--- config.mk ---
export PLATFORM = sky130hd
export DESIGN_NAME = rovl_queue
export DESIGN_NICKNAME = d
export VERILOG_FILES = /design/src/rtl/core/rgba_overlay_alpha_blend_top_macros.svh /design/src/rtl/core/rovl_pkg.sv /design/src/rtl/core/rovl_queue.sv
export SDC_FILE = /design/constraint.sdc
export NUM_CORES = 1
export LEC_CHECK = 0
export BUFFER_PORTS_ARGS = -buffer_cell sky130_fd_sc_hd__buf_2
export CELL_PAD_IN_SITES_DETAIL_PLACEMENT = 0
export CELL_PAD_IN_SITES_GLOBAL_PLACEMENT = 1
export CORE_MARGIN = 2
export CORE_UTILIZATION = 40
export CTS_CLUSTER_DIAMETER = 150
export DETAILED_ROUTE_END_ITERATION = 8
export MAX_ROUTING_LAYER = met4
export PLACE_DENSITY = 0.78
export SLEW_MARGIN = 20
export SYNTH_ARGS = -nofsm -noshare
export SYNTH_HDL_FRONTEND = slang
export SYNTH_SLANG_ARGS = --single-unit
--- constraint.sdc ---
create_clock -name clk -period 5.73 [get_ports clk]
set_input_delay 0.573 -clock clk [delete_from_list [all_inputs] [get_ports clk]]
set_output_delay 0.573 -clock clk [all_outputs]
set_load 0.005 [all_outputs]
--- src/rtl/core/rgba_overlay_alpha_blend_top_macros.svh ---
// Assertion macros shared by the overlay blender RTL.
`ifndef RGBA_OVERLAY_ALPHA_BLEND_TOP_MACROS_SVH
`define RGBA_OVERLAY_ALPHA_BLEND_TOP_MACROS_SVH

// Same-cycle implication, disabled while reset is asserted.
`define ROVL_ASSERT_NOW(lbl, clk, rst_n, ante, cons, msg) \
	lbl: assert property (@(posedge clk) disable iff (!rst_n) (ante) |-> (cons)) \
		else $error(msg);

// Next-cycle implication, disabled while reset is asserted.
`define ROVL_ASSERT_NXT(lbl, clk, rst_n, ante, cons, msg) \
	lbl: assert property (@(posedge clk) disable iff (!rst_n) (ante) |=> (cons)) \
		else $error(msg);

`endif

--- src/rtl/core/rovl_pkg.sv ---
// Shared types, constants and helpers of the overlay blender.
package rovl_pkg;

	localparam int MAX_OVERLAY_WIDTH_DEF  = 128;
	localparam int MAX_OVERLAY_HEIGHT_DEF = 128;
	localparam int MAX_FRAME_DIM_DEF      = 4096;

	localparam int CMD_Q_DEPTH = 4;
	localparam int OUT_Q_DEPTH = 4;

	localparam int FDIM_W     = 13;
	localparam int OFS_W      = 12;
	localparam int ODIM_W     = 8;
	localparam int CFG_IDX_W  = 3;
	localparam int CFG_DATA_W = 13;
	localparam int CHAN_W     = 8;

	localparam logic CMD_LOAD  = 1'b0;
	localparam logic CMD_FRAME = 1'b1;

	typedef enum logic [CFG_IDX_W-1:0] {
		REG_FRAME_WIDTH    = 3'd0,
		REG_FRAME_HEIGHT   = 3'd1,
		REG_OVERLAY_X      = 3'd2,
		REG_OVERLAY_Y      = 3'd3,
		REG_OVERLAY_WIDTH  = 3'd4,
		REG_OVERLAY_HEIGHT = 3'd5
	} cfg_reg_e;

	typedef struct packed {
		logic              is_frame;
		logic              in_window;
		logic              frame_end;
		logic [CHAN_W-1:0] red;
		logic [CHAN_W-1:0] green;
		logic [CHAN_W-1:0] blue;
		logic [CHAN_W-1:0] alpha;
	} q_item_t;

	typedef struct packed {
		logic [CHAN_W-1:0] red;
		logic [CHAN_W-1:0] green;
		logic [CHAN_W-1:0] blue;
		logic              blended;
		logic              frame_end;
	} out_item_t;

	// Bits needed to index depth entries, at least one.
	function automatic int addr_bits(input int depth);
		return (depth > 1) ? $clog2(depth) : 1;
	endfunction

endpackage

--- src/rtl/core/rovl_queue.sv ---
// Small register FIFO with occupancy count.
module rovl_queue #(
	parameter int WIDTH = 8,
	parameter int DEPTH = 4
) (
	input  logic                           clk,
	input  logic                           arst_n,
	input  logic                           push,
	input  logic [WIDTH-1:0]               wdata,
	output logic                           full,
	input  logic                           pop,
	output logic [WIDTH-1:0]               rdata,
	output logic                           empty,
	output logic [$clog2(DEPTH+1)-1:0]     count
);

	localparam int PW   = rovl_pkg::addr_bits(DEPTH);
	localparam int CNTW = $clog2(DEPTH+1);

	logic [WIDTH-1:0] mem_q [DEPTH];
	logic [PW-1:0]    wr_ptr_q;
	logic [PW-1:0]    rd_ptr_q;
	logic [CNTW-1:0]  count_q;
	logic             do_push;
	logic             do_pop;

	assign full    = (count_q == CNTW'(DEPTH));
	assign empty   = (count_q == '0);
	assign count   = count_q;
	assign rdata   = mem_q[rd_ptr_q];
	assign do_push = push && !full;
	assign do_pop  = pop && !empty;

	always_ff @(posedge clk or negedge arst_n) begin
		if (!arst_n) begin
			wr_ptr_q <= '0;
			rd_ptr_q <= '0;
			count_q  <= '0;
		end else begin
			if (do_push) begin
				wr_ptr_q <= (wr_ptr_q == PW'(DEPTH-1)) ? '0 : wr_ptr_q + PW'(1);
			end
			if (do_pop) begin
				rd_ptr_q <= (rd_ptr_q == PW'(DEPTH-1)) ? '0 : rd_ptr_q + PW'(1);
			end
			if (do_push && !do_pop) begin
				count_q <= count_q + CNTW'(1);
			end else if (do_pop && !do_push) begin
				count_q <= count_q - CNTW'(1);
			end
		end
	end

	always_ff @(posedge clk) begin
		if (do_push) begin
			mem_q[wr_ptr_q] <= wdata;
		end
	end

endmodule

==> flow_metrics.py, run 1 <==
metrics = {
    "detailed_routing": {
        "postRouteAntennaNets": 0,
        "drt-total-wl_um": 2560,
        "route.detailed.drc": 0,
        "route.met2.wl_um": 1230,
        "first_iter_violations": 23,
        "wl_met1_um": 1160,
        "vias": 753,
        "wl_met3_um": 140,
        "routed.top_layer": "met4",
        "post_drt_wl_per_cell_um": 16.1,
        "vias_per_cell": 4.74,
        "dr.pass1.iters": 3,
    },
    "grt": {
        "antenna_found_initial": 0,
        "grt_max_degree": 14,
        "grtUsageTotal_pct": 13.6,
        "grt_overflow": 0,
        "grt_pass1_wl_um": 4130,
        "grt_pass1_vias": 805,
    },
    "yosys": {
        "yosysTopAreaCell": "edfxtp_1",
        "synth-seq-cells": 39,
        "synthFlopType": "edfxtp_1",
        "synth_warnings": 0,
        "seq_area_frac_synth_pct": 70.2,
        "yosys-top-cells-count": "32 x edfxtp_1, 8 x mux4_2, 7 x dfrtp_1, 6 x ha_1",
        "yosysMostFrequentCell": "edfxtp_1",
        "synthesis.instances": 79,
        "synthArstFlopShare_pct": 17.9,
        "synth_edf_count": 32,
        "synthTopCellsByArea": "edfxtp_1 59%, mux4_2 11%, dfrtp_1 11%",
        "synth.top_cell.area_share_pct": 59.4,
        "syn_nets": 98,
        "netlist_area_um2": 1620,
        "syn_avg_cell_area_um2": 20.5,
        "synth_cell_types": 19,
    },
    "floorplan": {
        "core_um2": 3940,
        "rows": 23,
        "io-pin-count": 25,
        "die_y_um": 67.6,
        "initial_utilization_pct": 41.0,
        "dieArea_um2": 4570,
        "die_w_um": 67.6,
    },
    "worst_setup_path": {
        "cp-start-kind": "register",
        "crit_slowest_cell": "dfrtp_1",
        "path_cells": "mux4_2, buf_2",
        "end_kind": "primary output",
        "worst_ep_arrival_time_ns": 1.74,
        "slowest_delay_ns": 0.73,
        "path_buf_inv": 1,
        "crit_required_ns": 5.16,
        "critPathKind": "reg -> out",
        "cpLargestDelayFamily": "flip-flops",
        "cp_max_fo": 11,
    },
    "placed_design": {
        "numPortBuffers": 24,
        "dp.cells": 151,
        "gp_congestion": 0.627,
        "dpl_cell_area_um2": 1790,
        "place.detailed.hpwl_um": 1850,
    },
    "clock_tree": {
        "clkSinkCount": 39,
        "cts_root_buf": "clkbuf_8",
        "cts-buffers-inserted": 5,
        "insertion_delay_ns": 0.28,
        "cts_resized": 0,
        "cts_setup_buffers": 0,
        "cts_buffer_depth": 2,
        "cts_tree": "built",
        "holdBufCountCts": 0,
        "path_clk_slew_ns": 0.08,
        "htree_levels": 2,
    },
    "timing": {
        "skew_ns": 0.00341,
        "finalHoldViolCount": 0,
        "finalCriticalPeriod_ns": 2.31,
        "fin_setup_tns_ns": 0,
        "hold_slack_ns": 0.107,
        "grt_setup_unrepaired": "no",
        "setup_viol_count_final": 0,
        "slew_viol_final": 0,
        "fmax_mhz": 433,
        "max_slew_margin_pct": 50.4,
        "period_share_pct": 40.3,
        "worst_pin_slew_ns": 0.741,
    },
    "finish": {
        "layout.cells.non_filler": 159,
        "diodes": 0,
        "stdcell_area_um2": 1900,
        "layout-drive-gt1-share_pct": 44.0,
        "area_growth_pct": 17.7,
        "nNetsFinal": 127,
    },
    "power_and_ir_drop": {
        "power_density_nw_per_um2": 511,
        "leakage_uw": 0.000736,
        "finalPower_uw": 972,
        "ir_worst_vdd_uv": 268,
    },
    "job": {
        "cap_violations": 0,
    },
    "worst_hold_path": {
        "hp-class": "in -> async",
    },
    "outcome": {
        "status": "finished, final reports clean",
    },
}
[sequential cells by signal, summed over array words and instances (netlist names)]
register,flops
wr_ptr_q,2
rd_ptr_q,2
count,3
mem_q,32
[path summary, 6_finish.rpt]
| path | start | end | slack (ns) | cells after the start |
|---|---|---|---|---|
| min reg2reg | count[2] | count[2] | 0.54 | 1 |
| min | arst_n | count[0] | 0.11 | 1 |
| max reg2reg | count[1] | count[2] | 3.69 | 8 |
| max | rd_ptr_q[0] | rdata[3] | 3.42 | 2 |
| max in group asynchronous | arst_n | wr_ptr_q[0] | 5.46 | 1 |
| min in group clk | wdata[7] | mem_q[3][7] | 0.50 | 1 |
[kinds of logic after synthesis]
logic type               Yosys count  synth area share [%]
XOR/XNOR                           3                  1.62
multiplexers                      13                  15.5
flip-flops                        39                  70.2
buffers and inverters              5                  1.24
AND/OR/NAND/NOR                   12                  5.49
adder cells (fa/ha/maj)            7                  5.88
[stage by stage]
stage                     setup slack [ns]  util, %
final                                 3.42     48.3
after global routing                  3.28     48.3
after floorplan                       3.75        -
after detailed placement              3.68     45.4
after global placement                3.73     45.4
after CTS                             3.35     48.3
[power by group]
group          switching [uW]  internal (uW)  leakage [uW]
sequential               72.1            384      0.000375
clock                    95.0            130     0.0000581
combinational             115            177      0.000302
total                     282            690      0.000736
[cell type report]
cell class / instances / area, um2
Inverter: 3 / 11.3
Fill cell: 333 / 2040
Tap cell: 50 / 62.6
Sequential cell: 39 / 1140
Clock buffer: 5 / 68.8
Timing Repair Buffer: 24 / 120
Clock inverter: 3 / 43.8
Multi-Input combinational cell: 35 / 462
[per-layer routing]
layer / up-vias / global-route usage, %
li1: 359 / -
met1: 366 / 16.5
met2: 23 / 20.7
met3: 5 / 4.50
met4: 0 / 6.12
met5: - / -
[layout by cell type, fill, tap and decap left out]
master and instances:
mux2_4 4, dfrtp_1 7, mux2_2 1, and2_1 3, fa_1 1, nor2_1 4, nor3b_4 1, bufinv_16 1
edfxtp_1 32, nand2_1 1, buf_2 24, nor3_1 1, clkbuf_8 5, xnor2_1 1, ha_1 6, clkinv_4 1
clkinv_2 1, mux4_2 8, xor2_1 2, nand2b_4 1, nor2b_4 1, inv_1 3
Note: power is estimated with default switching activity, not from simulation.
==> run 2: changes to the inputs <==
clock period = 2.2 ns   (was 5.73 ns; I/O delays follow)
==> run 2 against run 1 <==
Net effect: via count grew 4.5%; clock power grew to 2.6 times the previous value; worst setup slack lost 3.2 ns; critical endpoint is now count[2].
==> flow_metrics.py, run 2 (synthesis gave the netlist of run 1 again) <==
metrics = {
    "worst_setup_path": {
        "end_kind": "register",
        "worst_ep_arrival_time_ns": 2.20,
        "reg2reg_depth": 8,
        "cp_max_fo": 5,
        "r2r_start": "count[1]",
        "cp-start-kind": "register",
        "critPathKind": "reg -> reg",
        "crit_required_ns": 2.41,
        "startpoint": "count[1]",
    },
    "detailed_routing": {
        "post_drt_wl_per_cell_um": 16.0,
        "wl_met3_um": 205,
        "vias_per_cell": 4.89,
        "first_iter_violations": 12,
        "route.detailed.drc": 0,
        "postRouteAntennaNets": 0,
        "routed.top_layer": "met4",
        "vias": 787,
        "dr.pass1.iters": 4,
        "drt-total-wl_um": 2570,
        "route.met2.wl_um": 1330,
        "wl_met1_um": 995,
    },
    "finish": {
        "area_growth_pct": 19.1,
        "nNetsFinal": 129,
        "largest-register": "mem_q",
        "final_common_cell": "edfxtp_1",
        "largest_register_ff_count": 32,
        "final_cell_mix": "32 x edfxtp_1, 24 x buf_2, 8 x mux4_2",
        "layout-drive-gt1-share_pct": 45.0,
        "diodes": 0,
    },
    "grt": {
        "grt_pass1_wl_um": 4120,
        "grt_max_degree": 14,
        "grtUsageTotal_pct": 13.6,
        "grt_overflow": 0,
        "grt_pass1_vias": 812,
        "antenna_found_initial": 0,
    },
    "worst_hold_path": {
        "hp-start": "wdata[4]",
        "hp-class": "in -> reg",
        "hold-path-cell-count": 1,
    },
    "timing": {
        "period_share_pct": 90.2,
        "finalCriticalPeriod_ns": 1.98,
        "slew_viol_final": 0,
        "fin_setup_tns_ns": 0,
        "worst_pin_slew_ns": 0.587,
        "fmax_mhz": 504,
        "grt_setup_unrepaired": "no",
        "finalHoldViolCount": 0,
        "setup_viol_count_final": 0,
        "skew_ns": 0.00443,
        "max_slew_margin_pct": 60.9,
        "hold_slack_ns": 0.147,
    },
    "floorplan": {
        "rows": 23,
        "io-pin-count": 25,
        "core_um2": 3940,
        "die_y_um": 67.6,
        "die_w_um": 67.6,
        "dieArea_um2": 4570,
        "initial_utilization_pct": 41.0,
    },
    "clock_tree": {
        "insertion_delay_ns": 0.28,
        "cts_buffer_depth": 2,
        "cts_root_buf": "clkbuf_8",
        "cts_tree": "built",
        "path_clk_slew_ns": 0.08,
        "cts-buffers-inserted": 5,
        "clkSinkCount": 39,
        "htree_levels": 2,
    },
    "placed_design": {
        "numPortBuffers": 24,
        "place.detailed.hpwl_um": 1800,
        "gp_congestion": 0.656,
    },
    "outcome": {
        "status": "finished, final reports clean",
    },
    "power_and_ir_drop": {
        "power_density_nw_per_um2": 1320,
        "leakage_uw": 0.000746,
        "ir_worst_vdd_uv": 574,
    },
    "job": {
        "cap_violations": 0,
    },
}
[run 2: changes by cell type in the layout (fill, tap and decap cells not counted)]
cell,previous run,this run
buf_4,0,1
dlygate4sd3_1,0,1
nor3_1,1,0
nor3_2,0,1
[run 2: per-layer routing]
metal	up-vias	GRT usage, %
met1	390	14.8
li1	362	-
met5	-	-
met2	31	23.0
met4	0	5.36
met3	4	4.50
[run 2: power by group]
| part | switching, uW | internal [uW] | total [uW] |
|---|---|---|---|
| Sequential | 192 | 1000 | 1190 |
| Clock | 241 | 337 | 578 |
| Combinational | 306 | 470 | 776 |
| Total | 739 | 1810 | 2550 |
[run 2: worst max-delay path: stages (launching register included)]
cell and delay (ns):
dfrtp_1 0.46, nor3_2 0.24, nand2b_4 0.19, ha_1 0.19
inv_1 0.06, fa_1 0.37, xor2_1 0.15, nor2_1 0.11
xor2_1 0.14
[run 2: repair_timing]
action                                  in CTS  in global routing
hold buffers                                 1                  0
resized for setup                            0                  1
endpoints found under the hold margin        7                  0
setup buffers                                0                  0
endpoints found under the setup margin       0                  1
[run 2: per-stage QoR]
stage | power (uW) | instance area (um2) | utilization [%] | instances | worst slack [ns]
after floorplan | 1710 | 1620 | - | 79 | 0.221
after global placement | 1950 | 1800 | 45.6 | 152 | 0.283
after detailed placement | 2000 | 1800 | 45.6 | 152 | 0.130
after CTS | 2580 | 1920 | 48.7 | 161 | 0.122
after global routing | 2710 | 1930 | 48.9 | 161 | 0.0482
final | 2550 | 1930 | 48.9 | 161 | 0.216
[run 2: path summary, 6_finish.rpt]
kind / slack (ns) / end
worst max-delay path: 0.22 / count[2]
worst min-delay path: 0.15 / mem_q[2][4]
worst max register to register: 0.22 / count[2]
worst min register to register: 0.55 / count[2]
max in group asynchronous: 1.75 / wr_ptr_q[0]
min in group asynchronous: 0.29 / count[1]
[run 2: cell type report]
cell class	instances	area (um2)
sequential	39	1140
fill	342	2020
tap	50	62.6
clock inverter	3	43.8
inverter	3	11.3
multi-input combinational	35	467
timing repair buffer	26	138
clock buffer	5	68.8
==> run 3: changes to the inputs <==
REMOVE_ABC_BUFFERS = 1   (was unset)
==> run 3 against run 2 <==
Net effect: global-route usage is 0.077 points lower; clock skew up 0.0046 ns; core utilization fell by 0.32 points; first-iteration DRC count increased to 5.3 times the previous value; critical endpoint unchanged; routed wire length fell by 4.0%; worst setup slack got worse by 0.022 ns.
==> flow_metrics.py, run 3 (synthesis gave the netlist of run 1 again) <==
metrics = {
    "outcome": {
        "status": "finished, final reports clean",
    },
    "detailed_routing": {
        "drt-total-wl_um": 2460,
        "post_drt_wl_per_cell_um": 15.3,
        "vias_per_cell": 4.92,
        "dr.pass1.iters": 4,
        "route.detailed.drc": 0,
        "first_iter_violations": 63,
        "vias": 792,
        "postRouteAntennaNets": 0,
    },
    "worst_setup_path": {
        "slowest_delay_ns": 0.47,
        "r2r_slack_ns": 0.19,
        "path_cells": "nor3_2, nand2b_4, ha_1, inv_1, fa_1, xor2_1, nor2_1, xor2_1",
        "crit_cells": 8,
        "reg2reg_depth": 8,
        "worst_ep_arrival_time_ns": 2.22,
        "r2r-end": "count[2]",
        "path_buf_inv": 1,
        "crit_slowest_cell": "dfrtp_1",
        "cp_max_fo": 5,
        "crit_end": "count[2]",
        "end_kind": "register",
        "startpoint": "count[1]",
        "critPathKind": "reg -> reg",
        "crit_required_ns": 2.41,
        "r2r_start": "count[1]",
        "cp_common_cell": "xor2_1",
        "cpLargestDelayFamily": "adder cells",
        "cp-start-kind": "register",
    },
    "timing": {
        "finalCriticalPeriod_ns": 2.01,
        "slew_viol_final": 0,
        "layout_setup_ws_ns": 0.194,
        "period_share_pct": 91.2,
        "max_slew_margin_pct": 60.9,
        "setup_viol_count_final": 0,
        "skew_ns": 0.00905,
        "grt_setup_unrepaired": "no",
        "fmax_mhz": 498,
        "fin_setup_tns_ns": 0,
        "worst_pin_slew_ns": 0.587,
        "finalHoldViolCount": 0,
    },
    "finish": {
        "diodes": 0,
        "nNetsFinal": 129,
        "final_common_cell": "edfxtp_1",
        "layout.cells.non_filler": 161,
        "n_fill_cell": 336,
        "post-route-util_pct": 48.6,
        "final_cell_mix": "32 x edfxtp_1, 24 x buf_2, 8 x mux4_2",
        "largest_register_ff_count": 32,
        "largest-register": "mem_q",
        "layout-drive-gt1-share_pct": 44.1,
        "area_growth_pct": 18.3,
        "stdcell_area_um2": 1910,
    },
    "grt": {
        "antenna_found_initial": 0,
        "grtUsageTotal_pct": 13.5,
        "grt_overflow": 0,
        "grt_max_degree": 12,
        "grt_pass1_wl_um": 4100,
        "grt_pass1_vias": 878,
        "met2_usage_pct": 22.8,
        "grt-busiest-layer": "met2",
        "grt.met1_usage_pct": 14.4,
        "grt_use_met3_pct": 3.50,
    },
    "floorplan": {
        "io-pin-count": 25,
        "die_y_um": 67.6,
        "core_um2": 3940,
        "die_w_um": 67.6,
        "rows": 23,
        "initial_utilization_pct": 41.0,
        "dieArea_um2": 4570,
    },
    "power_and_ir_drop": {
        "leakage_uw": 0.000739,
        "cell_internal_pwr_uw": 1760,
        "pwr-share-clk_pct": 20.3,
        "switching_share_pct": 28.9,
        "p_seq_share_pct": 48.2,
        "power.share.combinational_pct": 31.5,
        "p_sw_uw": 713,
        "ir_worst_vdd_uv": 648,
        "power_density_nw_per_um2": 1290,
    },
    "placed_design": {
        "dp.cells": 152,
        "place_ws_ns": 0.118,
        "numPortBuffers": 24,
        "gp_congestion": 0.644,
        "dpl_cell_area_um2": 1800,
        "place.detailed.hpwl_um": 1760,
    },
    "clock_tree": {
        "htree_levels": 2,
        "cts_root_buf": "clkbuf_8",
        "path_clk_slew_ns": 0.07,
        "insertion_delay_ns": 0.28,
        "cts_tree": "built",
        "cts-buffers-inserted": 5,
        "cts_setup_buffers": 0,
        "clkSinkCount": 39,
        "cts_buffer_depth": 2,
    },
    "worst_hold_path": {
        "hp-class": "in -> reg",
    },
    "job": {
        "cap_violations": 0,
    },
}
==> run 3: changes by cell type in the layout (fill, tap and decap cells not counted), sizes merged <==
cell	before	now
clkbuf	5	8
clkinv	2	0
bufinv	1	0
==> run 3: worst register-to-register path, cell delays in order, from the launching register on <==
cell and delay [ns]:
dfrtp_1 0.47, nor3_2 0.25, nand2b_4 0.19, ha_1 0.19
inv_1 0.06, fa_1 0.38, xor2_1 0.15, nor2_1 0.11
xor2_1 0.15
==> run 3: worst min path at each step <==
| stage | start | end | slack (ns) | cells after the start |
|---|---|---|---|---|
| 6_report | wdata[2] | mem_q[3][2] | 0.15 | 1 |
| 4_1_cts | wdata[2] | mem_q[3][2] | 0.14 | 1 |
| 3_3_place_gp | arst_n | wr_ptr_q[0] | 0.06 | 1 |
| 3_5_place_dp | arst_n | count[0] | 0.07 | 1 |
| 5_1_grt | wdata[2] | mem_q[1][2] | 0.15 | 1 |
| 2_1_floorplan | arst_n | count[0] | -0.08 | 0 |
==> run 3: power by group through the flow <==
stage,sequential (uW),combinational [uW],clock (uW)
6_report,1190,777,501
5_1_grt,1230,872,545
4_1_cts,1200,796,514
3_5_place_dp,1210,791,0
3_3_place_gp,1190,755,0
2_1_floorplan,1160,535,0
==> run 3: metrics by stage <==
step / hold slack, ns / total power (uW)
after floorplan: -0.0756 / 1690
after global placement: 0.0611 / 1950
after detailed placement: 0.0666 / 2000
after CTS: 0.140 / 2510
after global routing: 0.149 / 2650
final: 0.149 / 2470
==> run 3: area by class of cell <==
cell class | count | area, um2 | area share (%)
Clock buffer | 8 | 100 | 5.23
Timing Repair Buffer | 26 | 138 | 7.19
Inverter | 3 | 11.3 | 0.588
Tap cell | 50 | 62.6 | 3.27
Sequential cell | 39 | 1140 | 59.3
Multi-Input combinational cell | 35 | 467 | 24.4
==> run 3: routing by layer <==
layer	up-vias	wire length [um]
met5	-	0
met4	0	23
met3	4	148
met2	25	1330
met1	402	965
li1	361	-
==> run 3: repair_timing <==
action | CTS | global route
endpoints found under the setup margin | 0 | 1
hold buffers | 1 | 0
hold endpoints to repair | 7 | 0
gates resized for setup | 0 | 1
