**src/rtl/core/rgba_overlay_alpha_blend_top_macros.svh**
```systemverilog
// Assertion macros shared by the overlay blender RTL.
`ifndef RGBA_OVERLAY_ALPHA_BLEND_TOP_MACROS_SVH
`define RGBA_OVERLAY_ALPHA_BLEND_TOP_MACROS_SVH

// Same-cycle implication, disabled while reset is asserted.
`define ROVL_ASSERT_NOW(lbl, clk, rst_n, ante, cons, msg) \
	lbl: assert property (@(posedge clk) disable iff (!rst_n) (ante) |-> (cons)) \
		else $error(msg);

// Next-cycle implication, disabled while reset is asserted.
`define ROVL_ASSERT_NXT(lbl, clk, rst_n, ante, cons, msg) \
	lbl: assert property (@(posedge clk) disable iff (!rst_n) (ante) |=> (cons)) \
		else $error(msg);

`endif

```
**src/rtl/core/rovl_pkg.sv**
```systemverilog
// Shared types, constants and helpers of the overlay blender.
package rovl_pkg;

	localparam int MAX_OVERLAY_WIDTH_DEF  = 128;
	localparam int MAX_OVERLAY_HEIGHT_DEF = 128;
	localparam int MAX_FRAME_DIM_DEF      = 4096;

	localparam int CMD_Q_DEPTH = 4;
	localparam int OUT_Q_DEPTH = 4;

	localparam int FDIM_W     = 13;
	localparam int OFS_W      = 12;
	localparam int ODIM_W     = 8;
	localparam int CFG_IDX_W  = 3;
	localparam int CFG_DATA_W = 13;
	localparam int CHAN_W     = 8;

	localparam logic CMD_LOAD  = 1'b0;
	localparam logic CMD_FRAME = 1'b1;

	typedef enum logic [CFG_IDX_W-1:0] {
		REG_FRAME_WIDTH    = 3'd0,
		REG_FRAME_HEIGHT   = 3'd1,
		REG_OVERLAY_X      = 3'd2,
		REG_OVERLAY_Y      = 3'd3,
		REG_OVERLAY_WIDTH  = 3'd4,
		REG_OVERLAY_HEIGHT = 3'd5
	} cfg_reg_e;

	typedef struct packed {
		logic              is_frame;
		logic              in_window;
		logic              frame_end;
		logic [CHAN_W-1:0] red;
		logic [CHAN_W-1:0] green;
		logic [CHAN_W-1:0] blue;
		logic [CHAN_W-1:0] alpha;
	} q_item_t;

	typedef struct packed {
		logic [CHAN_W-1:0] red;
		logic [CHAN_W-1:0] green;
		logic [CHAN_W-1:0] blue;
		logic              blended;
		logic              frame_end;
	} out_item_t;

	// Bits needed to index depth entries, at least one.
	function automatic int addr_bits(input int depth);
		return (depth > 1) ? $clog2(depth) : 1;
	endfunction

endpackage

```
**src/rtl/core/rovl_front.sv**
```systemverilog
// Front end: configuration registers, raster tracking and item classification.
`include "rgba_overlay_alpha_blend_top_macros.svh"

module rovl_front #(
	parameter int MAX_OW = rovl_pkg::MAX_OVERLAY_WIDTH_DEF,
	parameter int MAX_OH = rovl_pkg::MAX_OVERLAY_HEIGHT_DEF,
	parameter int MAX_FD = rovl_pkg::MAX_FRAME_DIM_DEF
) (
	input  logic                                          clk,
	input  logic                                          arst_n,
	input  logic                                          cfg_valid,
	output logic                                          cfg_ready,
	input  logic [rovl_pkg::CFG_IDX_W-1:0]                cfg_index,
	input  logic [rovl_pkg::CFG_DATA_W-1:0]               cfg_data,
	input  logic                                          push,
	output logic                                          full,
	input  logic                                          cmd,
	input  logic                                          first,
	input  logic [rovl_pkg::CHAN_W-1:0]                   red,
	input  logic [rovl_pkg::CHAN_W-1:0]                   green,
	input  logic [rovl_pkg::CHAN_W-1:0]                   blue,
	input  logic [rovl_pkg::CHAN_W-1:0]                   alpha,
	output logic                                          q_push,
	output logic [rovl_pkg::addr_bits(MAX_OW*MAX_OH)-1:0] q_addr,
	output rovl_pkg::q_item_t                             q_item,
	input  logic                                          q_full
);

	localparam int DEPTH = MAX_OW * MAX_OH;
	localparam int AW    = rovl_pkg::addr_bits(DEPTH);
	localparam int CNT_W = rovl_pkg::addr_bits(MAX_FD);
	localparam int CW    = (CNT_W + 1 > rovl_pkg::OFS_W + 1) ? CNT_W + 1 : rovl_pkg::OFS_W + 1;
	localparam int OXW   = rovl_pkg::addr_bits(MAX_OW);
	localparam int OYW   = rovl_pkg::addr_bits(MAX_OH);
	localparam int OWM   = $clog2(MAX_OW + 1);
	localparam int PW    = OYW + OWM;

	logic [rovl_pkg::FDIM_W-1:0] frame_width_q;
	logic [rovl_pkg::FDIM_W-1:0] frame_height_q;
	logic [rovl_pkg::OFS_W-1:0]  overlay_x_q;
	logic [rovl_pkg::OFS_W-1:0]  overlay_y_q;
	logic [rovl_pkg::ODIM_W-1:0] overlay_width_q;
	logic [rovl_pkg::ODIM_W-1:0] overlay_height_q;

	logic [CNT_W-1:0] col_q;
	logic [CNT_W-1:0] row_q;
	logic [AW-1:0]    load_addr_q;

	logic [CW-1:0]    fw_c, fh_c, ow_c, oh_c, cw_c, ch_c;
	logic [CNT_W-1:0] col_c, row_c;
	logic [CW-1:0]    col_e, row_e, ovx_e, ovy_e, dx_c, dy_c;
	logic             in_x, in_y, last_col, last_row;
	logic [AW-1:0]    la_c, la_next;
	logic             s1_adv, acc;

	logic             v_s1;
	logic             is_frame_s1;
	logic             inside_s1;
	logic             frame_end_s1;
	logic [rovl_pkg::CHAN_W-1:0] red_s1, green_s1, blue_s1, alpha_s1;
	logic [AW-1:0]    la_s1;
	logic [OXW-1:0]   ox_s1;
	logic [OYW-1:0]   oy_s1;
	logic [OWM-1:0]   ow_m;
	logic [PW-1:0]    prod;

	// Clamp the frame and overlay sizes to the supported range.
	always_comb begin
		if (frame_width_q == '0) begin
			fw_c = CW'(1);
		end else if (32'(frame_width_q) > 32'(MAX_FD)) begin
			fw_c = CW'(MAX_FD);
		end else begin
			fw_c = CW'(frame_width_q);
		end
		if (frame_height_q == '0) begin
			fh_c = CW'(1);
		end else if (32'(frame_height_q) > 32'(MAX_FD)) begin
			fh_c = CW'(MAX_FD);
		end else begin
			fh_c = CW'(frame_height_q);
		end
		ow_c = (32'(overlay_width_q) > 32'(MAX_OW)) ? CW'(MAX_OW) : CW'(overlay_width_q);
		oh_c = (32'(overlay_height_q) > 32'(MAX_OH)) ? CW'(MAX_OH) : CW'(overlay_height_q);
		cw_c = (ow_c < fw_c) ? ow_c : fw_c;
		ch_c = (oh_c < fh_c) ? oh_c : fh_c;
	end

	// Locate the pixel and test it against the visible overlay window.
	always_comb begin
		col_c    = first ? '0 : col_q;
		row_c    = first ? '0 : row_q;
		col_e    = CW'(col_c);
		row_e    = CW'(row_c);
		ovx_e    = CW'(overlay_x_q);
		ovy_e    = CW'(overlay_y_q);
		dx_c     = col_e - ovx_e;
		dy_c     = row_e - ovy_e;
		in_x     = (col_e >= ovx_e) && (dx_c < cw_c);
		in_y     = (row_e >= ovy_e) && (dy_c < ch_c);
		last_col = (col_e + CW'(1)) >= fw_c;
		last_row = (row_e + CW'(1)) >= fh_c;
		la_c     = first ? '0 : load_addr_q;
		la_next  = (la_c == AW'(DEPTH-1)) ? '0 : la_c + AW'(1);
	end

	assign s1_adv    = !v_s1 || !q_full;
	assign full      = !s1_adv;
	assign acc       = push && s1_adv;
	assign cfg_ready = 1'b1;

	always_ff @(posedge clk or negedge arst_n) begin
		if (!arst_n) begin
			frame_width_q    <= rovl_pkg::FDIM_W'(640);
			frame_height_q   <= rovl_pkg::FDIM_W'(480);
			overlay_x_q      <= '0;
			overlay_y_q      <= '0;
			overlay_width_q  <= '0;
			overlay_height_q <= '0;
			col_q            <= '0;
			row_q            <= '0;
			load_addr_q      <= '0;
			v_s1             <= 1'b0;
		end else begin
			if (cfg_valid) begin
				case (rovl_pkg::cfg_reg_e'(cfg_index))
					rovl_pkg::REG_FRAME_WIDTH: begin
						frame_width_q <= cfg_data[rovl_pkg::FDIM_W-1:0];
					end
					rovl_pkg::REG_FRAME_HEIGHT: begin
						frame_height_q <= cfg_data[rovl_pkg::FDIM_W-1:0];
					end
					rovl_pkg::REG_OVERLAY_X: begin
						overlay_x_q <= cfg_data[rovl_pkg::OFS_W-1:0];
					end
					rovl_pkg::REG_OVERLAY_Y: begin
						overlay_y_q <= cfg_data[rovl_pkg::OFS_W-1:0];
					end
					rovl_pkg::REG_OVERLAY_WIDTH: begin
						overlay_width_q <= cfg_data[rovl_pkg::ODIM_W-1:0];
					end
					rovl_pkg::REG_OVERLAY_HEIGHT: begin
						overlay_height_q <= cfg_data[rovl_pkg::ODIM_W-1:0];
					end
					default: begin
					end
				endcase
			end
			if (acc && cmd == rovl_pkg::CMD_FRAME) begin
				if (last_col) begin
					col_q <= '0;
					row_q <= last_row ? '0 : CNT_W'(row_e + CW'(1));
				end else begin
					col_q <= CNT_W'(col_e + CW'(1));
					row_q <= row_c;
				end
			end
			if (acc && cmd == rovl_pkg::CMD_LOAD) begin
				load_addr_q <= la_next;
			end
			if (s1_adv) begin
				v_s1 <= push;
			end
		end
	end

	always_ff @(posedge clk) begin
		if (acc) begin
			is_frame_s1  <= (cmd == rovl_pkg::CMD_FRAME);
			inside_s1    <= in_x && in_y;
			frame_end_s1 <= last_col && last_row;
			red_s1       <= red;
			green_s1     <= green;
			blue_s1      <= blue;
			alpha_s1     <= alpha;
			la_s1        <= la_c;
			ox_s1        <= OXW'(dx_c);
			oy_s1        <= OYW'(dy_c);
		end
	end

	// Row-major store address of the overlay pixel for frame items; load items use the load address.
	assign ow_m = OWM'(ow_c);
	assign prod = PW'(oy_s1) * PW'(ow_m);

	assign q_push           = v_s1 && !q_full;
	assign q_addr           = is_frame_s1 ? AW'(prod) + AW'(ox_s1) : la_s1;
	assign q_item.is_frame  = is_frame_s1;
	assign q_item.in_window = inside_s1;
	assign q_item.frame_end = frame_end_s1;
	assign q_item.red       = red_s1;
	assign q_item.green     = green_s1;
	assign q_item.blue      = blue_s1;
	assign q_item.alpha     = alpha_s1;

	`ROVL_ASSERT_NXT(a_s1_hold, clk, arst_n, v_s1 && q_full, v_s1, "front stage dropped a stalled item")

endmodule

```
**config.mk**
```make
export PLATFORM = sky130hd
export DESIGN_NAME = rovl_front
export DESIGN_NICKNAME = d
export VERILOG_FILES = /design/src/rtl/core/rovl_pkg.sv /design/src/rtl/core/rovl_front.sv
export VERILOG_INCLUDE_DIRS = /design/src /design/src/rtl/core
export SDC_FILE = /design/constraint.sdc
export NUM_CORES = 1
export LEC_CHECK = 0
export BUFFER_PORTS_ARGS = -buffer_cell sky130_fd_sc_hd__buf_2
export CAP_MARGIN = 15
export CORE_AREA = 3 3 159 161
export DETAILED_ROUTE_END_ITERATION = 6
export DIE_AREA = 0 0 162 164
export HOLD_SLACK_MARGIN = 0.1
export PLACE_DENSITY = 0.72
export SETUP_SLACK_MARGIN = 0.5
export SLEW_MARGIN = 20
export SYNTH_ARGS = -nofsm -noshare
export SYNTH_HDL_FRONTEND = slang
export SYNTH_SLANG_ARGS = --single-unit
```
**constraint.sdc**
```tcl
create_clock -name clk -period 4.7 [get_ports clk]
set_input_delay 0.235 -clock clk [delete_from_list [all_inputs] [get_ports clk]]
set_output_delay 0.235 -clock clk [all_outputs]
set_load 0.01 [all_outputs]
```
==> results.env, run 1 <==
SYNTH_AREA_SQ_UM=11900
FINALPOWER_mW=7.57
GLOBAL_ROUTE.USAGE.TOTAL_PCT=22.4
ANT_NETS=0
MET1_USAGE_PCT=28.8
DPL_CELL_AREA_SQ_UM=13200
CPMAXSTAGEDELAYCELL='fa_1'
CTS_BUFFERS=17
SYNTH_SEQ_CELLS=168
MIN-DELAY-PATH-CLASS='input port to flop'
FINALHOLDVIOLATIONS=0
SYNTH_COMPOUND_GATE_AREA_SHARE_PCT=12.4
FINALCRITPERIODSHARE_PCT=117
PLACEABLECOREAREA_SQ_UM=24100
WORSTSKEWPAIRLATENCY_PS=440
USE_MET3_PCT=3.13
END_KIND='primary output'
MAX_FREQ_GHz=0.181
WORST_EP_REQUIRED_PS=4470
YOSYS-TOP-CELLS-AREA='dfrtp_1 (21%), edfxtp_1 (16%), ha_1 (13%), fa_1 (6.2%), mux2_2 (5.4%)'
GRT_USE_MET2_PCT=40.5
TIMING.FINAL.SETUP_VIOLATIONS=8
YOSYS_WARNINGS=0
POST_SYNTH.CELL_AREA_AVG_SQ_UM=10.1
REGAREA_SQ_UM=4530
GRT_PASS1_VIAS=9336
FINALHOLDWORSTSLACK_PS=118
WORSTREGTOREGCELLS=20
PLACE.PORT_BUFFERS=105
CRIT_PATH_FREQUENT_CELL='fa_1'
DRCVIOLATIONCOUNT=4
FIN_TNS_SETUP_PS=-3420
DESIGN.PORTCOUNT=107
FINAL_DESIGN_AREA_NO_FILL_SQ_UM=14800
GR-MAX-USAGE-LAYER='met2'
FIRST_ITER_VIOLATIONS=657
START_UTIL_PCT=49.5
MULTIINPUTGATEAREA_SQ_UM=7360
NUM-NETS-FINAL=1603
DIE-WIDTH_MICRONS=162
SYNTH_TOP_FAMILY_BY_AREA='adder cells'
WORST_MAX_SLEW_MARGIN_EXPRESSED_RELATIVE_TO_THE_LIMIT_PCT=33.6
ADDER_CELL_SHARE_OF_THE_SYNTHESIZED_AREA_PCT=19.3
SYNTH_CELL_TYPE_COUNT=67
SYNTHXORXNORAREAFRAC_PCT=3.38
ANTENNA_FOUND_INITIAL=0
CTS.ROOT.BUFFER_CELL='clkbuf_16'
CLOCK-SKEW-FINAL_PS=11.5
GRT-OVFL-TOTAL=0
WL_PER_CELL_MICRONS=17.1
SYNTH_AREA_LEADER_CELL='dfrtp_1'
SYNTH-ASYNC-RESET-RATIO_PCT=62.5
DEEPEST_LEVEL_OF_THE_CTS_H_TREE=4
NFILLCELLS=2017
POWER-PER-CELL-AREA_nW_PER_UM2=512
POST_SYNTH_MUX_AREA_SHARE_PCT=6.48
ROUTE.VIAS.TOTAL=9335
BUFFERS_FROM_CLOCK_ROOT_TO_SINK_AT_MOST=2
SYNTHFLOPTYPE='dfrtp_1'
VIOLATIONS_IN_THE_FINAL_REPORTS='design-rule violations, negative setup slack'
CRITICAL_PATH_PEAK_FANOUT=4
NUMCLOCKSINKS=168
CRITICAL-PATH-MAX-STAGE-DELAY_PS=550
ANTENNA_CELLS_INSERTED=0
CAP_VIOL_MAX_COUNT=0
DIEAREA_SQ_UM=26600
HOLD_DEPTH=3
DPL.HPWL_MICRONS=21600
STARTPOINT_TYPE='flop'
SYNTH_ENABLE_FLOP_CELLS=63
SYNTHTOPCELLSBYCOUNT='ha_1 (125), nand2_1 (120), dfrtp_1 (99), inv_1 (89), edfxtp_1 (63)'
FINAL.SETUP.WORST_SLACK_PS=-813
IR_DROP_mV=0.667
TRITONCTS='yes'
SYNTH_MOST_COMMON_CELL='ha_1'
YOSYS.AREA.TOP_TYPE_SHARE_PCT=20.8
DETAILEDPLACE.WORSTSLACK_PS=-502
GPL.FINAL_WEIGHTED_CONGESTION=0.893
FIRSTDRTPASSITERS=7
CRITICAL_PATH_CLASS='flop to primary output'
POST_DRT_VIA_CELL_RATIO=5.42
GRT_FIRST_PASS_WIRELENGTH_MICRONS=47600
SYN-INSTANCE-COUNT=1183
TIMING.FINAL.MAX_SLEW_VIOLATIONS=0
CRITICAL_PATH.CELL_CHAIN='buf_6 -> nor2b_4 -> nand2_2 -> fa_1 -> fa_1 -> inv_1 -> fa_1 -> inv_1 -> fa_1 -> inv_2 -> ha_4 -> or3_1 -> a311o_1 -> a31oi_2 -> nor2b_1 -> o21ai_1 -> a21oi_2 -> xnor2_1 -> mux2_4 -> buf_6'
RUN_STATUS='complete, but fails checks'
AGGREGATE_ROUTED_WIRE_LENGTH_MICRONS=29400
TIGHTEST_SLEW_PS=996
PART_OF_THE_YOSYS_AREA_USED_FOR_SEQUENTIAL_ELEMENTS_PCT=38.0
FINALWORSTPATHREQUIREDPERIOD_PS=5510
CP.ARRIVAL_PS=5280
AREA_GROWTH_SYN_TO_LAYOUT_PCT=24.0
RSZ_0062_RAISED_AFTER_GLOBAL_ROUTING='yes'
POWER.STATIC_LEAKAGE_nW=6.83
WORST_SETUP_HOLD_PATH_CLK_SLEW_PS=70
NUM_ROWS=57
SYNTHSIMPLEGATEAREAFRAC_PCT=16.2
GRT_MAX_DEGREE=73
DRIVE_ABOVE_1_SHARE_PCT=25.9
CHIPHEIGHT_MICRONS=164
==> flip-flops by register name (all words and copies together), names as in the netlist, 7 cells and up <==
| name | count |
|---|---|
| alpha_s1 | 8 |
| la_s1 | 14 |
| overlay_x_q | 12 |
| load_addr_q | 14 |
| red_s1 | 8 |
| row_q | 12 |
| blue_s1 | 8 |
| overlay_height_q | 8 |
| oy_s1 | 7 |
| frame_width_q | 13 |
| green_s1 | 8 |
| ox_s1 | 7 |
| overlay_width_q | 8 |
| overlay_y_q | 12 |
| col_q | 12 |
| frame_height_q | 13 |
==> per-layer routing <==
metal,wire [microns],part of all wire (%)
met3,932,3.2
met5,0,0
met1,12900,44
met2,15200,52
met4,401,1.4
==> metrics by stage <==
step / util (%) / instances
2_1_floorplan: - / 1193
3_3_place_gp: 54.9 / 1633
3_5_place_dp: 54.9 / 1633
4_1_cts: 60.3 / 1714
5_1_grt: 61.4 / 1723
6_report: 61.4 / 1723
==> cell type report <==
type / instances / share of cell area (%)
Multi-Input combinational cell: 897 / 49.8
Sequential cell: 168 / 30.6
Timing Repair Buffer: 213 / 10.3
Clock buffer: 17 / 2.88
Tap cell: 324 / 2.74
Inverter: 89 / 2.28
Clock inverter: 15 / 1.35
==> worst paths after layout <==
path	start	endpoint	slack, ps
setup / recovery	overlay_width_q[7]	q_addr[13]	-810
min in group asynchronous	arst_n	load_addr_q[7]	470
max in group asynchronous	arst_n	frame_width_q[9]	3110
setup reg to reg	col_q[1]	inside_s1	680
hold reg to reg	col_q[9]	col_q[9]	480
hold / removal	cfg_data[9]	overlay_x_q[9]	120
==> timing repair <==
| item | in CTS | in global routing |
|---|---|---|
| gates resized for setup | 57 | 39 |
| hold buffers | 37 | 0 |
| setup buffers | 12 | 9 |
| setup endpoints to repair | 11 | 17 |
| pin swaps | 44 | 25 |
| hold endpoints to repair | 106 | 0 |
==> power by group <==
part	total [mW]	internal (mW)	switching (mW)
Sequential	1.87	1.74	0.132
Clock	1.46	0.774	0.686
Combinational	4.24	2.17	2.06
==> kinds of logic (layout without fill, tap and decap cells) <==
logic type / Yosys count / in the layout
and+or+nand+nor: 377 / 377
AOI/OAI and AO/OA: 232 / 232
DFF: 168 / 168
adders and majority gates: 162 / 162
buffers and inverters: 128 / 334
muxes: 69 / 69
xor gates and xnor gates: 46 / 46
other: 1 / 11
==> worst max-delay path, delay by kind of cell (launching register included) <==
kind                     cells  cell delay [ps]
adder cells (fa/ha/maj)      5             2140
AO/OA/AOI/OAI                4              800
AND/OR/NAND/NOR              4              640
flip-flops                   1              440
buffers and inverters        5              410
multiplexers                 1              270
XOR/XNOR                     1              150
==> placed cells by master, fill, tap and decap left out, types with 17 or more instances in the layout <==
| cell type | count |
|---|---|
| a21o_1 | 24 |
| a21oi_1 | 37 |
| and2_1 | 36 |
| buf_2 | 96 |
| buf_4 | 59 |
| buf_6 | 21 |
| clkbuf_16 | 17 |
| dfrtp_1 | 98 |
| dlygate4sd3_1 | 37 |
| edfxtp_1 | 63 |
| fa_1 | 32 |
| ha_1 | 117 |
| inv_1 | 79 |
| mux2_2 | 53 |
| nand2_1 | 116 |
| nor2_1 | 52 |
| nor2b_1 | 48 |
| o21a_1 | 19 |
| o21ai_0 | 37 |
| o21ai_1 | 32 |
| xnor2_1 | 29 |
Power figures use the tool's default switching activity.
==> run 2, diff against run 1 <==
--- a/config.mk
+++ b/config.mk
@@ -6,11 +6,12 @@
 export SDC_FILE = /design/constraint.sdc
 export NUM_CORES = 1
 export LEC_CHECK = 0
+export ABC_AREA = 1
 export BUFFER_PORTS_ARGS = -buffer_cell sky130_fd_sc_hd__buf_2
 export CAP_MARGIN = 15
-export CORE_AREA = 3 3 159 161
+export CORE_AREA = 3 3 160 162
 export DETAILED_ROUTE_END_ITERATION = 6
-export DIE_AREA = 0 0 162 164
+export DIE_AREA = 0 0 163 165
 export HOLD_SLACK_MARGIN = 0.1
 export PLACE_DENSITY = 0.72
 export SETUP_SLACK_MARGIN = 0.5
==> run 2 against run 1 <==
  * Largest cell class unchanged
  * Critical path depth grew 5
  * Critical endpoint is now q_addr[12]
  * The flow finishes with violations (negative setup slack)
  * Global-route usage is 1.4 points higher
  * Design area is 0.82% lower
==> results.env, run 2 <==
SYNTH_AREA_LEADER_CELL='dfrtp_1'
POWER.STATIC_LEAKAGE_nW=7.21
DRIVE_ABOVE_1_SHARE_PCT=18.6
CTS_BUFFERS=17
FIRST_ITER_VIOLATIONS=673
STARTPOINT='overlay_width_q[3]'
START_UTIL_PCT=49.8
SYNTH-ASYNC-RESET-RATIO_PCT=62.5
LEADING_REGISTERS_BY_FLOP_COUNT='la_s1 (14), load_addr_q (14)'
WORSTSKEWPAIRLATENCY_PS=440
SYNTHFLOPTYPE='dfrtp_1'
FINALHOLDVIOLATIONS=0
DPL.HPWL_MICRONS=23100
SYNTH_SEQ_CELLS=168
GRT-OVFL-TOTAL=0
DPL_CELL_AREA_SQ_UM=13300
CRITICAL_PATH_PEAK_FANOUT=4
MOST_FREQUENT_STANDARD_CELL_IN_THE_LAYOUT_EXCLUDING_FILL_AND_TAP_CELLS='nand2_1'
MOSTFREQUENTLAYOUTCELLS='nand2_1 (275), inv_1 (214), nor2_1 (133)'
POST_DRT_VIA_CELL_RATIO=5.17
ANT_NETS=0
CLKPWRFRAC_PCT=19.3
NUM-NETS-FINAL=1859
WORSTREG2REGSTART='row_q[0]'
GRT_FIRST_PASS_WIRELENGTH_MICRONS=50700
PLACE.PORT_BUFFERS=105
HOLD_START='cfg_data[11]'
DRCVIOLATIONCOUNT=0
HOLDPATHEND='overlay_y_q[11]'
END_KIND='primary output'
SYNTHTOPCELLSBYCOUNT='nand2_1 (293), inv_1 (223), nor2_1 (154), ha_1 (125), o21ai_0 (120)'
FINALWORSTPATHREQUIREDPERIOD_PS=5120
DIEAREA_SQ_UM=26900
CHIPHEIGHT_MICRONS=165
GPL.FINAL_WEIGHTED_CONGESTION=0.905
RSZ_0062_RAISED_AFTER_GLOBAL_ROUTING='yes'
FF2FF_SETUP_SLACK_PS=760
CP.ARRIVAL_PS=4880
RUN_STATUS='complete, but fails checks'
FINAL_DESIGN_AREA_NO_FILL_SQ_UM=14700
SYNTH_ENABLE_FLOP_CELLS=63
AGGREGATE_ROUTED_WIRE_LENGTH_MICRONS=31200
MIN-DELAY-PATH-CLASS='input port to flop'
GRT_MAX_DEGREE=73
IR_DROP_mV=0.735
ANTENNA_FOUND_INITIAL=0
WORSTREGTOREGCELLS=22
WL_PER_CELL_MICRONS=15.8
SYNTH_AREA_SQ_UM=12100
TIMING.FINAL.SETUP_VIOLATIONS=8
WORST_MAX_SLEW_MARGIN_EXPRESSED_RELATIVE_TO_THE_LIMIT_PCT=33.8
SEQUENTIALPOWERSHARE_PCT=24.7
TIMING.FINAL.MAX_SLEW_VIOLATIONS=0
NUMCLOCKSINKS=168
CELLINTERNALPOWER_mW=4.46
MAX_FREQ_GHz=0.195
DIE-WIDTH_MICRONS=163
FIRSTDRTPASSITERS=5
CRITICAL_PATH_CLASS='flop to primary output'
AREA_GROWTH_SYN_TO_LAYOUT_PCT=21.4
WORST_R2R_ENDPOINT='inside_s1'
BUFFERS_FROM_CLOCK_ROOT_TO_SINK_AT_MOST=2
POWER_SWITCHING_mW=3.34
FINALCRITPERIODSHARE_PCT=109
PLACEABLECOREAREA_SQ_UM=24200
CLOCK-SKEW-FINAL_PS=11.1
NFILLCELLS=2120
DESIGN.PORTCOUNT=107
POST_SYNTH.CELL_AREA_AVG_SQ_UM=8.28
TRITONCTS='yes'
SWITCHING_SHARE_PCT=42.8
WORST_EP_REQUIRED_PS=4470
YOSYS-TOP-CELLS-AREA='dfrtp_1 (20%), edfxtp_1 (16%), ha_1 (13%), nand2_1 (9.1%), inv_1 (6.9%)'
FINAL.SETUP.WORST_SLACK_PS=-418
TIGHTEST_SLEW_PS=990
CTS.ROOT.BUFFER_CELL='clkbuf_16'
WORST_SETUP_HOLD_PATH_CLK_SLEW_PS=70
SHARE_COMB_OF_TOTAL_POWER_PCT=56.1
PART_OF_THE_YOSYS_AREA_USED_FOR_SEQUENTIAL_ELEMENTS_PCT=37.5
HOLD_DEPTH=3
GLOBAL_ROUTE.USAGE.TOTAL_PCT=23.8
SYNTH_MOST_COMMON_CELL='nand2_1'
SYNTH_CELL_TYPE_COUNT=51
VIOLATIONS_IN_THE_FINAL_REPORTS='negative setup slack'
POWER-PER-CELL-AREA_nW_PER_UM2=531
YOSYS.AREA.TOP_TYPE_SHARE_PCT=20.5
DEEPEST_LEVEL_OF_THE_CTS_H_TREE=4
UTILIZATION_PCT=60.5
STARTPOINT_TYPE='flop'
GRT_PASS1_VIAS=10248
CAP_VIOL_MAX_COUNT=0
ROUTE.VIAS.TOTAL=10238
ANTENNA_CELLS_INSERTED=0
SYN-INSTANCE-COUNT=1460
NUM_ROWS=57
YOSYS_WARNINGS=0
[run 2: cell types whose count changed after synthesis, sizes merged, moves of 33 or more]
cell	change
and2	-48
inv	+148
mux2	-66
nand2	+176
nand3	+33
nor2	+109
nor2b	-60
o21ai	+78
[run 2: cell type report]
| class | instances | area, sq um | share of cell area, % |
|---|---|---|---|
| Tap cell | 324 | 405 | 2.76 |
| Sequential cell | 168 | 4530 | 30.9 |
| Clock inverter | 14 | 186 | 1.27 |
| Inverter | 240 | 903 | 6.16 |
| Timing Repair Buffer | 187 | 1260 | 8.60 |
| Clock buffer | 18 | 429 | 2.93 |
| Multi-Input combinational cell | 1028 | 6960 | 47.4 |
[run 2: what timing repair did]
action / 4_1_cts / 5_1_grt
setup endpoints to repair: 12 / 12
gates resized for setup: 33 / 49
buffers inserted: 7 / 8
pin swaps: 35 / 25
hold buffers: 37 / 0
hold endpoints to repair: 100 / 0
[run 2: logic make-up (layout without fill, tap and decap cells)]
group	count (synthesis)	in the layout	share of synthesized area (%)
AND/OR/NAND/NOR	549	549	19.5
buffers and inverters	274	459	8.83
AO/OA/AOI/OAI	249	249	11.0
flip-flops	168	168	37.5
adder cells (fa/ha/maj)	162	162	19.1
XOR/XNOR	57	57	4.13
other	1	11	0.0310
[run 2: critical path, cell delays in order (launching register included)]
cell	delay (ps)
dfrtp_1	380
nor2_1	100
nand2_1	90
o21ai_4	240
nand2_4	110
inv_4	90
nand2_4	40
fa_1	500
fa_1	490
inv_1	50
fa_1	470
inv_1	50
fa_1	480
inv_2	40
ha_4	280
nand2_2	60
nand2_2	80
a21oi_4	70
o21ai_2	140
nand2_1	80
nand2_1	80
a21oi_2	50
or2_1	220
nand3_2	70
nand2_2	50
buf_6	110
[run 2: worst max-delay path by stage]
stage / depth (start not counted) / endpoint
4_1_cts: 27 / q_addr[12]
3_3_place_gp: 25 / q_addr[12]
5_1_grt: 27 / q_addr[12]
2_1_floorplan: 24 / q_addr[12]
6_report: 25 / q_addr[12]
3_5_place_dp: 27 / q_addr[12]
[run 2: per-layer routing]
metal | global-route usage [%] | vias up | routed length, microns
li1 | - | 5078 | -
met1 | 31.8 | 4846 | 13900
met2 | 40.5 | 260 | 15200
met3 | 2.76 | 54 | 1360
met4 | 7.88 | 0 | 718
met5 | 0 | - | 0
[run 2: through the flow]
step / hold slack, ps / total power [mW] / setup WS, ps / cells / setup TNS (ps)
after detailed placement: 413 / 5.65 / -60.4 / 1895 / -82.6
after floorplan: -60.6 / 4.66 / 251 / 1470 / 0
final: 134 / 7.79 / -418 / 1979 / -1780
after global routing: 156 / 8.40 / -612 / 1979 / -3590
after CTS: 147 / 7.47 / -400 / 1971 / -1920
after global placement: 411 / 5.54 / 27.0 / 1895 / 0
[run 2: power by group through the flow]
stage / Combinational, mW / Sequential (mW) / Clock (mW)
floorplan: 2.75 / 1.91 / 0
global placement: 3.60 / 1.94 / 0
detailed placement: 3.71 / 1.94 / 0
CTS: 4.04 / 1.92 / 1.51
global route: 4.87 / 1.95 / 1.58
finish: 4.37 / 1.92 / 1.50
==> run 3, diff against run 2 <==
--- a/config.mk
+++ b/config.mk
@@ -9,9 +9,9 @@
 export ABC_AREA = 1
 export BUFFER_PORTS_ARGS = -buffer_cell sky130_fd_sc_hd__buf_2
 export CAP_MARGIN = 15
-export CORE_AREA = 3 3 160 162
+export CORE_AREA = 2 2 159 161
 export DETAILED_ROUTE_END_ITERATION = 6
-export DIE_AREA = 0 0 163 165
+export DIE_AREA = 0 0 161 163
 export HOLD_SLACK_MARGIN = 0.1
 export PLACE_DENSITY = 0.72
 export SETUP_SLACK_MARGIN = 0.5
==> run 3 against run 2 <==
  * Critical endpoint is now q_addr[13]
  * Maximum frequency decreased by 3.0%
  * Combinational power about the same
  * Sequential cell count unchanged
  * The run still ends with negative setup slack left
  * Critical path depth decreased by 2
  * Design area fell by 0.44%
  * Critical path type unchanged
==> results.env, run 3 (synthesized netlist as in run 2, its figures left out) <==
CRIT_PATH_FREQUENT_CELL='fa_1'
TIGHTEST_SLEW_PS=909
POWER.STATIC_LEAKAGE_nW=7.22
CPMAXSTAGEDELAYCELL='fa_1'
CP.ARRIVAL_PS=5040
FINALNONFILLERCELLS=1991
START_UTIL_PCT=49.0
CRITICAL_PATH_PEAK_FANOUT=5
PLACEABLECOREAREA_SQ_UM=24700
CTS.ROOT.BUFFER_CELL='clkbuf_16'
MAX_FREQ_GHz=0.190
DR.MAX_LAYER_USED='met4'
CRITICAL_PATH_CLASS='flop to primary output'
MOSTFREQUENTLAYOUTCELLS='nand2_1 (275), inv_1 (212), nor2_1 (138)'
FIRST_ITER_VIOLATIONS=700
TIMING.FINAL.MAX_SLEW_VIOLATIONS=0
PLACED_CELLS_INCL_TAPS=1895
DRCVIOLATIONCOUNT=0
PLACE.PORT_BUFFERS=105
TIMING.FINAL.SETUP_VIOLATIONS=9
ANTENNA_FOUND_INITIAL=0
FF2FF_SETUP_SLACK_PS=850
WL_MET3_MICRONS=1520
CRIT_BUF_INV=7
MIN-DELAY-PATH-CLASS='input port to flop'
CRITICAL-PATH-TOP-DELAY-FAMILY='adder cells'
WORST_MAX_SLEW_MARGIN_EXPRESSED_RELATIVE_TO_THE_LIMIT_PCT=39.2
NFILLCELLS=2088
CLOCK-SKEW-FINAL_PS=12.8
STARTPOINT_TYPE='flop'
RSZ_0062_RAISED_AFTER_GLOBAL_ROUTING='yes'
DIEAREA_SQ_UM=26200
POWER-PER-CELL-AREA_nW_PER_UM2=528
WL_PER_CELL_MICRONS=15.2
BUFFERS_FROM_CLOCK_ROOT_TO_SINK_AT_MOST=2
UTILIZATION_PCT=59.2
DETAILROUTE.WIRELENGTH.MET2_MICRONS=14700
IR_DROP_mV=0.777
ANTENNA_CELLS_INSERTED=0
GPL.FINAL_WEIGHTED_CONGESTION=0.912
NUM-NETS-FINAL=1865
GRT-OVFL-TOTAL=0
ROUTE.VIAS.TOTAL=10299
DIE-WIDTH_MICRONS=161
FINALCRITPERIODSHARE_PCT=112
DEEPEST_LEVEL_OF_THE_CTS_H_TREE=4
MULTIINPUTGATEAREA_SQ_UM=6840
CTS_BUFFERS=17
AGGREGATE_ROUTED_WIRE_LENGTH_MICRONS=30300
VIOLATIONS_IN_THE_FINAL_REPORTS='negative setup slack'
WORSTSKEWPAIRLATENCY_PS=440
CAP_VIOL_MAX_COUNT=0
RUN_STATUS='complete, but fails checks'
DRIVE_ABOVE_1_SHARE_PCT=18.2
GRT_MAX_DEGREE=64
TRITONCTS='yes'
GLOBAL_ROUTE.USAGE.TOTAL_PCT=23.6
DESIGN.PORTCOUNT=107
FINALHOLDVIOLATIONS=0
REGAREA_SQ_UM=4530
CRITICAL-PATH-MAX-STAGE-DELAY_PS=500
GRT_PASS1_VIAS=10059
MOST_FREQUENT_STANDARD_CELL_IN_THE_LAYOUT_EXCLUDING_FILL_AND_TAP_CELLS='nand2_1'
DPL.HPWL_MICRONS=22300
WORST_SETUP_HOLD_PATH_CLK_SLEW_PS=70
FINAL.SETUP.WORST_SLACK_PS=-576
AREA_GROWTH_SYN_TO_LAYOUT_PCT=20.8
CRITICAL_PATH.CELL_CHAIN='nor2_1 -> nand2_1 -> o21ai_4 -> nand2_4 -> inv_4 -> buf_4 -> nand2_2 -> fa_1 -> fa_1 -> inv_2 -> fa_1 -> inv_1 -> fa_1 -> inv_2 -> ha_4 -> buf_6 -> a21oi_4 -> o21ai_2 -> nand2_1 -> o2111ai_2 -> xor2_1 -> o21ai_2 -> buf_2'
END_KIND='primary output'
POST_DRT_VIA_CELL_RATIO=5.17
NUMCLOCKSINKS=168
CHIPHEIGHT_MICRONS=163
WL_MET1_MICRONS=13200
ANT_NETS=0
LEADING_REGISTERS_BY_FLOP_COUNT='la_s1 (14), load_addr_q (14)'
FINALWORSTPATHREQUIREDPERIOD_PS=5280
FIRSTDRTPASSITERS=6
WORST_EP_REQUIRED_PS=4470
GRT_FIRST_PASS_WIRELENGTH_MICRONS=49400
NUM_ROWS=58
[run 3: changes by cell type in the layout (fill, tap and decap cells not counted), sizes merged]
| cell | change |
|---|---|
| clkinvlp | -1 |
| clkinv | +5 |
| clkbuf | -1 |
| buf | +6 |
| bufinv | -3 |
[run 3: through the flow]
stage	area [sq um]	worst slack (ps)	hold slack, ps	TNS, ps	power [mW]
after global routing	14600	-726	121	-5010	8.32
after floorplan	12300	251	-60.6	0	4.66
after global placement	13200	15.9	357	0	5.48
after detailed placement	13200	-81.9	366	-141	5.61
final	14600	-576	123	-3330	7.71
after CTS	14400	-415	119	-2350	7.36
[run 3: path summary, 6_finish.rpt]
| check | start | end | cells after the start |
|---|---|---|---|
| hold reg to reg | overlay_y_q[7] | overlay_y_q[7] | 2 |
| max in group asynchronous | arst_n | frame_height_q[9] | 3 |
| setup reg to reg | col_q[0] | inside_s1 | 20 |
| setup / recovery | overlay_width_q[0] | q_addr[13] | 23 |
| min in group asynchronous | arst_n | row_q[5] | 2 |
| hold / removal | cfg_data[11] | overlay_y_q[11] | 3 |
[run 3: layout make-up]
type | count | area share [%]
inverter | 240 | 6.19
clock buffer | 17 | 2.91
timing repair buffer | 193 | 9.02
tap | 330 | 2.83
sequential | 168 | 31.0
multi-input combinational | 1028 | 46.8
clock inverter | 15 | 1.21
[run 3: what timing repair did]
item                                    CTS  global route
cloned                                    0             0
gates resized for setup                  26            39
endpoints found under the setup margin   12            12
hold buffers                             37             0
pin swaps                                30            31
setup buffers                            15            12
hold endpoints to repair                 91             0
[run 3: power breakdown]
| part | leakage (nW) | internal [mW] | switching (mW) | total [mW] |
|---|---|---|---|---|
| registers | 1.95 | 1.77 | 0.150 | 1.92 |
| clock network | 0.293 | 0.718 | 0.690 | 1.41 |
| logic | 4.98 | 1.89 | 2.49 | 4.38 |
[run 3: per-layer routing]
layer | track usage [%] | vias up
met5 | 0 | -
met4 | 8.00 | 0
met3 | 3.26 | 63
met2 | 40.4 | 326
met1 | 31.0 | 4810
li1 | - | 5100
[run 3: worst reg2reg max path: stages (launching register included)]
cell	delay (ps)
dfrtp_1	360
inv_1	130
nor2_1	90
inv_1	100
ha_1	170
inv_1	60
fa_1	400
nand3_1	90
and2_1	200
inv_1	60
a21oi_1	200
inv_1	100
a211oi_1	230
ha_1	290
a21oi_1	260
o211ai_1	160
nor4_1	270
nand2_1	90
a31oi_1	180
nand2_1	110
nor2_2	150
